**config.mk**
```make
export PLATFORM = sky130hd
export DESIGN_NAME = sorted_unique_key_table_top
export DESIGN_NICKNAME = d
export VERILOG_FILES = /design/src/rtl/core/sukt_pkg.sv /design/src/rtl/core/sukt_ctrl.sv /design/src/rtl/core/sukt_dp.sv /design/src/rtl/core/sorted_unique_key_table_top.sv
export VERILOG_INCLUDE_DIRS = /design/src /design/src/rtl/core
export SDC_FILE = /design/constraint.sdc
export NUM_CORES = 2
export LEC_CHECK = 0
export BUFFER_PORTS_ARGS = -buffer_cell sky130_fd_sc_hd__buf_2
export CAP_MARGIN = 20
export CORE_ASPECT_RATIO = 1.25
export CORE_MARGIN = 2
export CORE_UTILIZATION = 38
export CTS_CLUSTER_DIAMETER = 50
export DETAILED_ROUTE_END_ITERATION = 12
export PLACE_DENSITY = 0.51
export RECOVER_POWER = 50
export SLEW_MARGIN = 20
export SYNTH_ARGS = -nofsm -noshare
export SYNTH_HDL_FRONTEND = slang
export SYNTH_SLANG_ARGS = --single-unit
```
**constraint.sdc**
```tcl
create_clock -name i_clk -period 12.2 [get_ports i_clk]
set_input_delay 2.44 -clock i_clk [delete_from_list [all_inputs] [get_ports i_clk]]
set_output_delay 2.44 -clock i_clk [all_outputs]
set_load 0.02 [all_outputs]
```
**src/rtl/core/sorted_unique_key_table_top_assert.svh**
```systemverilog
// Assertion macros for the sorted unique key table.
// Used by the top level only; no other dependencies.
`ifndef SORTED_UNIQUE_KEY_TABLE_TOP_ASSERT_SVH
`define SORTED_UNIQUE_KEY_TABLE_TOP_ASSERT_SVH

// same-cycle implication
`define SUKT_ASSERT_NOW(label, clk, rst_n, ante, cons) \
    label: assert property (@(posedge clk) disable iff (!rst_n) (ante) |-> (cons)) \
        else $error("sukt assertion failed");

// next-cycle implication
`define SUKT_ASSERT_NEXT(label, clk, rst_n, ante, cons) \
    label: assert property (@(posedge clk) disable iff (!rst_n) (ante) |=> (cons)) \
        else $error("sukt assertion failed");

`endif

```
**src/rtl/core/sukt_pkg.sv**
```systemverilog
// Shared types and constants for the sorted unique key table.
// No dependencies.
package sukt_pkg;

    localparam int TABLE_DEPTH = 16;
    localparam int MAX_RESULTS = 16;
    localparam int KEY_W       = 32;
    localparam int ACTION_W    = 2;
    localparam int STATUS_W    = 3;
    localparam int POS_W       = 4;
    localparam int CNT_W       = 5;

    typedef enum logic [ACTION_W-1:0] {
        ACT_INSERT = 2'd0,
        ACT_DELETE = 2'd1,
        ACT_SEARCH = 2'd2,
        ACT_LIST   = 2'd3
    } t_action;

    typedef enum logic [STATUS_W-1:0] {
        ST_OK        = 3'd0,
        ST_DUP       = 3'd1,
        ST_NOT_FOUND = 3'd2,
        ST_FULL      = 3'd3,
        ST_EMPTY     = 3'd4
    } t_status;

    // controller to datapath
    typedef struct packed {
        logic capture;
        logic apply;
        logic list_start;
        logic list_step;
    } t_cmd;

    // datapath to controller
    typedef struct packed {
        logic list_last;
    } t_stat;

endpackage

```
**src/rtl/core/sukt_ctrl.sv**
```systemverilog
// Request sequencer for the sorted unique key table.
// Depends on sukt_pkg (command and status structs, action codes).
module sukt_ctrl (
    input  logic                          i_clk,
    input  logic                          i_rst_n,
    input  logic                          i_start,
    input  logic [sukt_pkg::ACTION_W-1:0] i_action,
    input  sukt_pkg::t_stat               i_stat,
    output sukt_pkg::t_cmd                o_cmd,
    output logic                          o_busy
);

    typedef enum logic [1:0] {
        S_IDLE,
        S_APPLY,
        S_LIST
    } t_state;

    t_state r_state;
    t_state n_state;

    always_comb begin
        n_state = r_state;
        o_cmd   = '0;
        unique case (r_state)
            S_IDLE: begin
                if (i_start) begin
                    if (sukt_pkg::t_action'(i_action) == sukt_pkg::ACT_LIST) begin
                        o_cmd.list_start = 1'b1;
                        n_state          = S_LIST;
                    end else begin
                        o_cmd.capture = 1'b1;
                        n_state       = S_APPLY;
                    end
                end
            end
            S_APPLY: begin
                o_cmd.apply = 1'b1;
                n_state     = S_IDLE;
            end
            S_LIST: begin
                o_cmd.list_step = 1'b1;
                if (i_stat.list_last) begin
                    n_state = S_IDLE;
                end
            end
        endcase
    end

    always_ff @(posedge i_clk) begin
        if (!i_rst_n) begin
            r_state <= S_IDLE;
        end else begin
            r_state <= n_state;
        end
    end

    assign o_busy = (r_state != S_IDLE);

endmodule

```
**src/rtl/core/sukt_dp.sv**
```systemverilog
// Datapath: row of compare-and-shift key cells, entry count, list index, result registers.
// Depends on sukt_pkg (types, field widths, status codes).
module sukt_dp #(
    parameter int TABLE_DEPTH = sukt_pkg::TABLE_DEPTH
) (
    input  logic                                 i_clk,
    input  logic                                 i_rst_n,
    input  sukt_pkg::t_cmd                       i_cmd,
    input  logic [sukt_pkg::ACTION_W-1:0]        i_action,
    input  logic signed [sukt_pkg::KEY_W-1:0]    i_key,
    output sukt_pkg::t_stat                      o_stat,
    output logic                                 o_valid,
    output logic [sukt_pkg::STATUS_W-1:0]        o_status,
    output logic signed [sukt_pkg::KEY_W-1:0]    o_result_key,
    output logic [sukt_pkg::POS_W-1:0]           o_position,
    output logic [sukt_pkg::CNT_W-1:0]           o_entry_count,
    output logic                                 o_last
);

    localparam int KW = sukt_pkg::KEY_W;
    localparam int PW = sukt_pkg::POS_W;
    localparam int NW = sukt_pkg::CNT_W;
    localparam int IW = $clog2(TABLE_DEPTH);
    localparam int CW = $clog2(TABLE_DEPTH + 1);

    logic signed [KW-1:0]   r_cell [TABLE_DEPTH];
    logic [CW-1:0]          r_count;
    logic signed [KW-1:0]   r_key;
    sukt_pkg::t_action      r_action;
    logic [TABLE_DEPTH-1:0] r_lt;
    logic [TABLE_DEPTH-1:0] r_eq;
    logic [IW-1:0]          r_idx;

    logic                   r_valid;
    sukt_pkg::t_status      r_status;
    logic signed [KW-1:0]   r_rkey;
    logic [PW-1:0]          r_pos;
    logic [NW-1:0]          r_cnt;
    logic                   r_last;

    logic [TABLE_DEPTH-1:0] bound;
    logic                   hit;
    logic                   full;
    logic [IW-1:0]          pos_hit;
    logic [IW-1:0]          pos_ins;
    logic [CW-1:0]          lim;
    logic                   list_last;
    logic [CW-1:0]          cnt_inc;
    logic [CW-1:0]          cnt_dec;

    function automatic logic [IW-1:0] encode(input logic [TABLE_DEPTH-1:0] v);
        logic [IW-1:0] idx;
        idx = '0;
        for (int i = 0; i < TABLE_DEPTH; i++) begin
            if (v[i]) begin
                idx = idx | IW'(i);
            end
        end
        return idx;
    endfunction

    function automatic logic [PW-1:0] to_pos(input logic [IW-1:0] v);
        logic [IW+PW-1:0] t;
        t = {{PW{1'b0}}, v};
        return t[PW-1:0];
    endfunction

    function automatic logic [NW-1:0] to_cnt(input logic [CW-1:0] v);
        logic [CW+NW-1:0] t;
        t = {{NW{1'b0}}, v};
        return t[NW-1:0];
    endfunction

    // first cell not below the key (thermometer edge of r_lt)
    always_comb begin
        for (int i = 0; i < TABLE_DEPTH; i++) begin
            if (i == 0) begin
                bound[i] = ~r_lt[i];
            end else begin
                bound[i] = r_lt[i-1] & ~r_lt[i];
            end
        end
    end

    assign hit     = |r_eq;
    assign full    = (r_count == CW'(TABLE_DEPTH));
    assign pos_hit = encode(r_eq);
    assign pos_ins = encode(bound);
    assign cnt_inc = r_count + CW'(1);
    assign cnt_dec = r_count - CW'(1);

    assign lim = (32'(r_count) > 32'(sukt_pkg::MAX_RESULTS)) ?
                 CW'(sukt_pkg::MAX_RESULTS) : r_count;
    assign list_last = (r_count == '0) || ((CW'(r_idx) + CW'(1)) == lim);
    assign o_stat.list_last = list_last;

    // key cells and count
    always_ff @(posedge i_clk) begin
        if (!i_rst_n) begin
            r_count <= '0;
        end else if (i_cmd.apply) begin
            unique case (r_action)
                sukt_pkg::ACT_INSERT: begin
                    if (!hit && !full) begin
                        r_count <= cnt_inc;
                    end
                end
                sukt_pkg::ACT_DELETE: begin
                    if (hit) begin
                        r_count <= cnt_dec;
                    end
                end
                sukt_pkg::ACT_SEARCH: begin
                end
                sukt_pkg::ACT_LIST: begin
                end
            endcase
        end
    end

    always_ff @(posedge i_clk) begin
        if (i_cmd.apply) begin
            for (int i = 0; i < TABLE_DEPTH; i++) begin
                if (!r_lt[i]) begin
                    if (r_action == sukt_pkg::ACT_INSERT && !hit && !full) begin
                        if (bound[i]) begin
                            r_cell[i] <= r_key;
                        end else if (i > 0) begin
                            r_cell[i] <= r_cell[(i > 0) ? i - 1 : 0];
                        end
                    end else if (r_action == sukt_pkg::ACT_DELETE && hit) begin
                        if (i < TABLE_DEPTH - 1) begin
                            r_cell[i] <= r_cell[(i < TABLE_DEPTH - 1) ? i + 1 : i];
                        end
                    end
                end
            end
        end
    end

    // compare stage, registered at request accept
    always_ff @(posedge i_clk) begin
        if (i_cmd.capture) begin
            r_key    <= i_key;
            r_action <= sukt_pkg::t_action'(i_action);
            for (int i = 0; i < TABLE_DEPTH; i++) begin
                r_lt[i] <= (CW'(i) < r_count) && (r_cell[i] < i_key);
                r_eq[i] <= (CW'(i) < r_count) && (r_cell[i] == i_key);
            end
        end
    end

    always_ff @(posedge i_clk) begin
        if (i_cmd.list_start) begin
            r_idx <= '0;
        end else if (i_cmd.list_step) begin
            r_idx <= r_idx + IW'(1);
        end
    end

    // result registers
    always_ff @(posedge i_clk) begin
        if (!i_rst_n) begin
            r_valid <= 1'b0;
        end else begin
            r_valid <= i_cmd.apply || i_cmd.list_step;
        end
    end

    always_ff @(posedge i_clk) begin
        if (i_cmd.list_step) begin
            r_last <= list_last;
            r_cnt  <= to_cnt(r_count);
            if (r_count == '0) begin
                r_status <= sukt_pkg::ST_EMPTY;
                r_rkey   <= '0;
                r_pos    <= '0;
            end else begin
                r_status <= sukt_pkg::ST_OK;
                r_rkey   <= r_cell[r_idx];
                r_pos    <= to_pos(r_idx);
            end
        end else if (i_cmd.apply) begin
            r_last <= 1'b1;
            priority if (r_action == sukt_pkg::ACT_INSERT) begin
                r_rkey <= r_key;
                if (hit) begin
                    r_status <= sukt_pkg::ST_DUP;
                    r_pos    <= to_pos(pos_hit);
                    r_cnt    <= to_cnt(r_count);
                end else if (full) begin
                    r_status <= sukt_pkg::ST_FULL;
                    r_pos    <= '0;
                    r_cnt    <= to_cnt(r_count);
                end else begin
                    r_status <= sukt_pkg::ST_OK;
                    r_pos    <= to_pos(pos_ins);
                    r_cnt    <= to_cnt(cnt_inc);
                end
            end else if (!hit) begin
                r_status <= sukt_pkg::ST_NOT_FOUND;
                r_rkey   <= '0;
                r_pos    <= '0;
                r_cnt    <= to_cnt(r_count);
            end else begin
                r_status <= sukt_pkg::ST_OK;
                r_rkey   <= r_key;
                r_pos    <= to_pos(pos_hit);
                r_cnt    <= (r_action == sukt_pkg::ACT_DELETE) ?
                            to_cnt(cnt_dec) : to_cnt(r_count);
            end
        end
    end

    assign o_valid       = r_valid;
    assign o_status      = r_status;
    assign o_result_key  = r_rkey;
    assign o_position    = r_pos;
    assign o_entry_count = r_cnt;
    assign o_last        = r_last;

endmodule

```
**src/rtl/core/sorted_unique_key_table_top.sv**
```systemverilog
// Top level of the sorted unique key table: sequencer plus cell-row datapath.
// Depends on sukt_pkg, sukt_ctrl, sukt_dp and sorted_unique_key_table_top_assert.svh.
//
//  channel   handshake            payload
//  request   start & !busy        i_action, i_key
//  result    o_valid (1 cycle)    o_status, o_result_key, o_position, o_entry_count, o_last
//
// Insert, delete, search: compare of all cells is registered at accept, shift/update and
// result register follow in the next cycle, while busy holds off further requests.
// List: after accept, keys are emitted one per cycle, min(count, 16) of them, or a single
// empty result for an empty table; each list cycle reads one cell through the list index.
// Synchronous reset clears the entry count and the strobe; no clearing pass.
// Results cannot be stalled; each is shown for exactly one cycle.
`include "sorted_unique_key_table_top_assert.svh"

module sorted_unique_key_table_top #(
    parameter int TABLE_DEPTH = sukt_pkg::TABLE_DEPTH
) (
    input  logic                              i_clk,
    input  logic                              i_rst_n,
    input  logic                              start,
    output logic                              busy,
    input  logic [sukt_pkg::ACTION_W-1:0]     i_action,
    input  logic signed [sukt_pkg::KEY_W-1:0] i_key,
    output logic                              o_valid,
    output logic [sukt_pkg::STATUS_W-1:0]     o_status,
    output logic signed [sukt_pkg::KEY_W-1:0] o_result_key,
    output logic [sukt_pkg::POS_W-1:0]        o_position,
    output logic [sukt_pkg::CNT_W-1:0]        o_entry_count,
    output logic                              o_last
);

    sukt_pkg::t_cmd  cmd;
    sukt_pkg::t_stat stat;

    sukt_ctrl u_ctrl (
        .i_clk    (i_clk),
        .i_rst_n  (i_rst_n),
        .i_start  (start),
        .i_action (i_action),
        .i_stat   (stat),
        .o_cmd    (cmd),
        .o_busy   (busy)
    );

    sukt_dp #(
        .TABLE_DEPTH (TABLE_DEPTH)
    ) u_dp (
        .i_clk         (i_clk),
        .i_rst_n       (i_rst_n),
        .i_cmd         (cmd),
        .i_action      (i_action),
        .i_key         (i_key),
        .o_stat        (stat),
        .o_valid       (o_valid),
        .o_status      (o_status),
        .o_result_key  (o_result_key),
        .o_position    (o_position),
        .o_entry_count (o_entry_count),
        .o_last        (o_last)
    );

    // empty status only as a single final result with zero count
    `SUKT_ASSERT_NOW(a_empty_single, i_clk, i_rst_n,
        o_valid && (o_status == sukt_pkg::ST_EMPTY),
        o_last && (o_entry_count == '0))
    // a list streams without gaps until its last key
    `SUKT_ASSERT_NEXT(a_list_no_gap, i_clk, i_rst_n, o_valid && !o_last, o_valid)
    // an accepted request always occupies the sequencer
    `SUKT_ASSERT_NEXT(a_accept_busy, i_clk, i_rst_n, start && !busy, busy)
    // an apply cycle always yields a result
    `SUKT_ASSERT_NEXT(a_apply_result, i_clk, i_rst_n, cmd.apply, o_valid && o_last)

endmodule

```
-- Yosys cells after proc, flatten, opt, wreduce, memory -nomap -nowiden
Memories as Yosys holds them, arrays and structs flattened. A register that Yosys moved wholly into a read port is not among the register bits.
Cells that the tools add are included.
- mux-type cells: 307
- $add $sub $neg: 4
- equality and inequality tests: 26
- reduce and logical (&&, ||, !) cells: 49
- magnitude comparators: 33
- bitwise logic cells: 60
- operator list (cell ; number):
    2-to-1 mux 32 bit ; 35
    == test 32 bit ; 16
    < comparator 32 bit ; 16
    2-to-1 mux 1 bit ; 213
    2-to-1 mux 4 bit ; 25
    2-to-1 mux 5 bit ; 10
    < comparator 4 x 5 -> 1 bit (first input constant) ; 8
    2-to-1 mux 3 bit ; 13
    logical AND 1 bit ; 36
    OR 1 bit ; 30
    < comparator 3 x 5 -> 1 bit (first input constant) ; 4
    2-to-1 mux 2 bit ; 9
    OR reduction 16 bit ; 1
    AND 1 bit ; 15
    NOT 1 bit ; 15
    < comparator 1 x 5 -> 1 bit (first input constant) ; 2
    < comparator 2 x 5 -> 1 bit (first input constant) ; 2
    case mux 5 bit (2 select lines) ; 1
    case mux 2 bit (3 select lines) ; 1
    nonzero test 2 bit ; 3
    adder 4 x 1 -> 5 bit (second input constant) ; 1
    adder 5 x 1 -> 5 bit (second input constant) ; 1
    == test 5 bit ; 1
    == test 5 bit (second input constant) ; 1
    13 further kinds ; 20
- memories kept: 1
- flip-flop bits (word level): 123
- memory bits (writable): 512
- input port bits: 37
- output and inout bits: 47
- logic and storage cells: 493
- memory list (name ; depth ; width ; rd ports ; clocked after Yosys merged registers in ; wr ports ; RTL line ; RTL):
    u_dp.r_cell ; 16 ; 32 ; 17 ; 1 ; 16 ; sukt_dp.sv:26 ; logic signed [KW-1:0] r_cell [TABLE_DEPTH];

-- Logic depth before layout (Yosys ltp)
- word-level depth: 22
- mapped depth: 11

-- Modules after synthesis
From an unflattened synthesis, not the netlist that was laid out.
- cell total of the unflattened synthesis: 4149
- area total of the unflattened synthesis: 46170.5 um^2
- by module, submodules not included (module ; times used ; area each (um^2) ; seq. area each (um^2) ; cells each):
    sukt_dp ; 1 ; 45992.9 ; 18988.2 ; 4127
    sukt_ctrl ; 1 ; 177.7 ; 40.0 ; 22

-- Worst setup path after synthesis
OpenSTA, ideal clock, no wires.
- kind: input port to flip-flop
- from: input start
- to: register u_dp.r_action[0], enable pin
- setup slack: 5.974 ns
- buffers on the path: 0
- stages: 2
- arrival time: 5.715 ns
- library setup time: 0.512 ns
- path through: nand2_1 > a21oi_1
- RTL lines (element ; RTL line ; RTL):
    start, declared ; sorted_unique_key_table_top.sv:21 ; input logic start,
    end signal, assigned ; sukt_dp.sv:145 ; r_action <= sukt_pkg::t_action'(i_action);
    end, declared ; sukt_dp.sv:29 ; sukt_pkg::t_action r_action;

==> metrics <==
Die Wd 315 um; Synth area leaders edfxtp_1 41%, ha_1 14%, mux2i_1 9.9%; CTS resizes 0; cell chosen for the clock root clkbuf_16; Post-CTS Setup Repair Bufs 0; leakage power 20.6 nW; worst reg2reg path startpoint u_dp.r_action[1]; hold endpoint u_ctrl.r_state[1]; Arr. time, crit path 7.21 ns; warnings from Yosys 0; area grow syn2layout 10.7%; Overflow after GRT 0; R2R depth 7; hold depth 2; mux cell area share after synthesis 0.194; Final min period 6.87 ns; Worst VDD drop 0.0000963 V; syn nets 4721; H-tree depth 3; IO Port Bufs 83; Hold Vio Cnt, Final 0; Seq cells post-synth 639; vias per cell 6.33; CP startpoint kind flip-flop; FMAX 145 MHz; Tightest Pin Transition 4.24 ns; HPWL after DPL 133 mm; Post-Route Setup TNS 0 ns; GRT Util Overall 0.311; vias in the first global route 35.4k; initial antenna violation count 4; commonest cells in the netlist 623 x edfxtp_1, 568 x nand2_1, 522 x ha_1; Synth Area in XOR/XNOR 0.00209; largest family of logic cells by synthesized area multiplexers; fraction of layout cells with a size suffix above 1 0.113; Yosys top cell area share 0.406; CP Max Fanout 42; outcome complete, but fails checks; CTS Buffer Depth 3; Row Count 142; routed len/inst 33.6 um; failing checks capacitance limit, slew limit; clock latency on the worst-skew pair 0.72 ns; CTS tree done; routed wire length 195 mm; final setup fails 0; Layout fillers 11.6k; Die H 393 um; reg2reg end u_dp.r_cell[6][17]; max_cap viols 37; Hold Crit Class reg2reg; crit share post-route 0.564; number of nets still failing antenna checks after routing 0; post-synthesis simple-gate area fraction 0.100; Worst EP required 12.54 ns; Async S/R FF share, synth 0; Max transition margin -1.82; adder-cell share of the synthesized area 0.142; Clock Pin Slew Worst Setup and Hold Paths 0.06 ns; Pre-antenna DRT Iters 6; largest net degree at the start of global routing 65; fin nets 4692; Crit Path Category reg2reg; core box area 120000 um2; Post-Syn Area per Cell 11.1 um2; final core occ 0.424; Post-synth EDFFs 623; Initial DRC Count 4089; Post-synth top flop edfxtp_1; dominant cell type by area after synthesis edfxtp_1; first-pass GRT wire length 272 mm; Post-Syn Area 46000 um2; Seq/Total Area, Yosys 0.413; Power per Cell Area 139 nW/um2; Synth Area in Compound Gates 0.116; DRC 0; die area 124000 um2; Setup crit end kind flip-flop; cts hold-fix bufs 0; clk_skew 0.0344 ns; cell with the most instances after synthesis edfxtp_1; R2R setup slack 5.33 ns; via count 36.7k; I/O pin count 84; Post-Syn Instances 4162; Final Max Tran Viols 962; Hold Path Origin u_ctrl.r_state[1]; CTS buffer count 96; CTS sink count 639; GPL Wtd Cong 0.952; RSZ-0062 raised after global routing false; Synth cell types 69; diode count 0; Initial Util 0.383
==> where the power goes <==
part           switching [mW]  total (mW)  leakage [nW]  internal, mW
clock network            1.16        2.90          1.54          1.75
logic                   0.775        1.39          13.2         0.611
registers               0.213        2.78          5.80          2.57
total                    2.15        7.07          20.6          4.93
==> sequential cells by signal (all words and copies together) (netlist names), named ones only <==
name and flops:
u_dp.r_cell 512, u_dp.r_lt 16, u_dp.r_idx 4, u_dp.o_valid 1, u_dp.o_position 4, u_dp.o_entry_count 5, u_dp.o_result_key 32, u_ctrl.r_state 2
u_dp.r_count 5, u_dp.r_action 2, u_dp.o_last 1, u_dp.r_key 32, u_dp.r_eq 16, u_dp.o_status 3
==> worst max-delay path: stages (launching register included) <==
cell,delay [ns]
edfxtp_1,0.50
nand2b_1,0.30
inv_1,0.17
nand3_1,0.52
clkbuf_1,0.56
nor2_1,1.92
clkbuf_1,2.09
o21ai_0,0.35
==> worst max path at each step <==
stage / startpoint / depth (start not counted) / endpoint / slack (ns)
after floorplan: start / 2 / u_dp.r_action[0] / 5.97
after global placement: i_key[14] / 9 / u_dp.r_lt[5] / 5.92
after detailed placement: i_key[14] / 9 / u_dp.r_lt[5] / 6.24
after CTS: i_key[14] / 9 / u_dp.r_lt[5] / 6.99
after global routing: u_dp.r_action[1] / 7 / u_dp.r_cell[6][16] / 5.19
final: u_dp.r_action[1] / 7 / u_dp.r_cell[6][17] / 5.33
==> placed cells by master, fill, tap and decap left out, types with 14 or more instances in the layout <==
cell | Yosys | routed
a21o_1 | 48 | 48
a21oi_1 | 242 | 241
a221oi_1 | 25 | 25
a22o_1 | 39 | 39
and4_1 | 30 | 30
buf_4 | 0 | 44
clkbuf_1 | 193 | 105
clkbuf_16 | 0 | 99
edfxtp_1 | 623 | 623
ha_1 | 522 | 522
inv_1 | 81 | 82
inv_6 | 0 | 16
mux2_2 | 68 | 68
mux2i_1 | 456 | 456
mux4_2 | 160 | 160
nand2_1 | 568 | 568
nand3_1 | 57 | 58
nand4_1 | 67 | 67
nor2_1 | 132 | 120
nor2b_1 | 25 | 25
nor3_1 | 35 | 36
nor4_1 | 28 | 26
o211ai_1 | 18 | 18
o21ai_0 | 299 | 367
o21ai_1 | 193 | 125
or3_1 | 25 | 14
==> metal layers <==
metal / track usage / share of wire / vias to the layer above
li1: - / - / 15900
met1: 0.393 / 0.39 / 18500
met2: 0.514 / 0.47 / 1821
met3: 0.0521 / 0.079 / 455
met4: 0.156 / 0.058 / 6
met5: 0 / 0.00021 / -
==> through the flow <==
stage               worst slack [ns]  instance area, um2  total power, mW  instances  hold slack, ns
finish                          5.33               50900             7.07       5794           0.501
global route                    5.19               50900             7.28       5794           0.517
CTS                             6.99               51300             7.09       5792           0.499
detailed placement              6.24               48000             4.21       5617           0.492
global placement                5.92               48000             4.19       5617           0.472
floorplan                       5.97               46000             3.70       4162           0.455
==> cell families after synthesis <==
logic type | after synthesis
simple gates | 1011
compound gates | 940
mux | 684
flops | 639
fa+ha+maj | 522
buf+inv | 355
xor+xnor | 11
==> area by class of cell <==
cell class / count / area (um2) / area share
Multi-Input combinational cell: 3168 / 25600 / 0.503
Clock buffer: 113 / 2530 / 0.0497
Clock inverter: 62 / 711 / 0.0139
Inverter: 82 / 308 / 0.00604
Tap cell: 1584 / 1980 / 0.0389
Sequential cell: 639 / 19000 / 0.374
Timing Repair Buffer: 146 / 749 / 0.0147
Power figures use the tool's default switching activity.
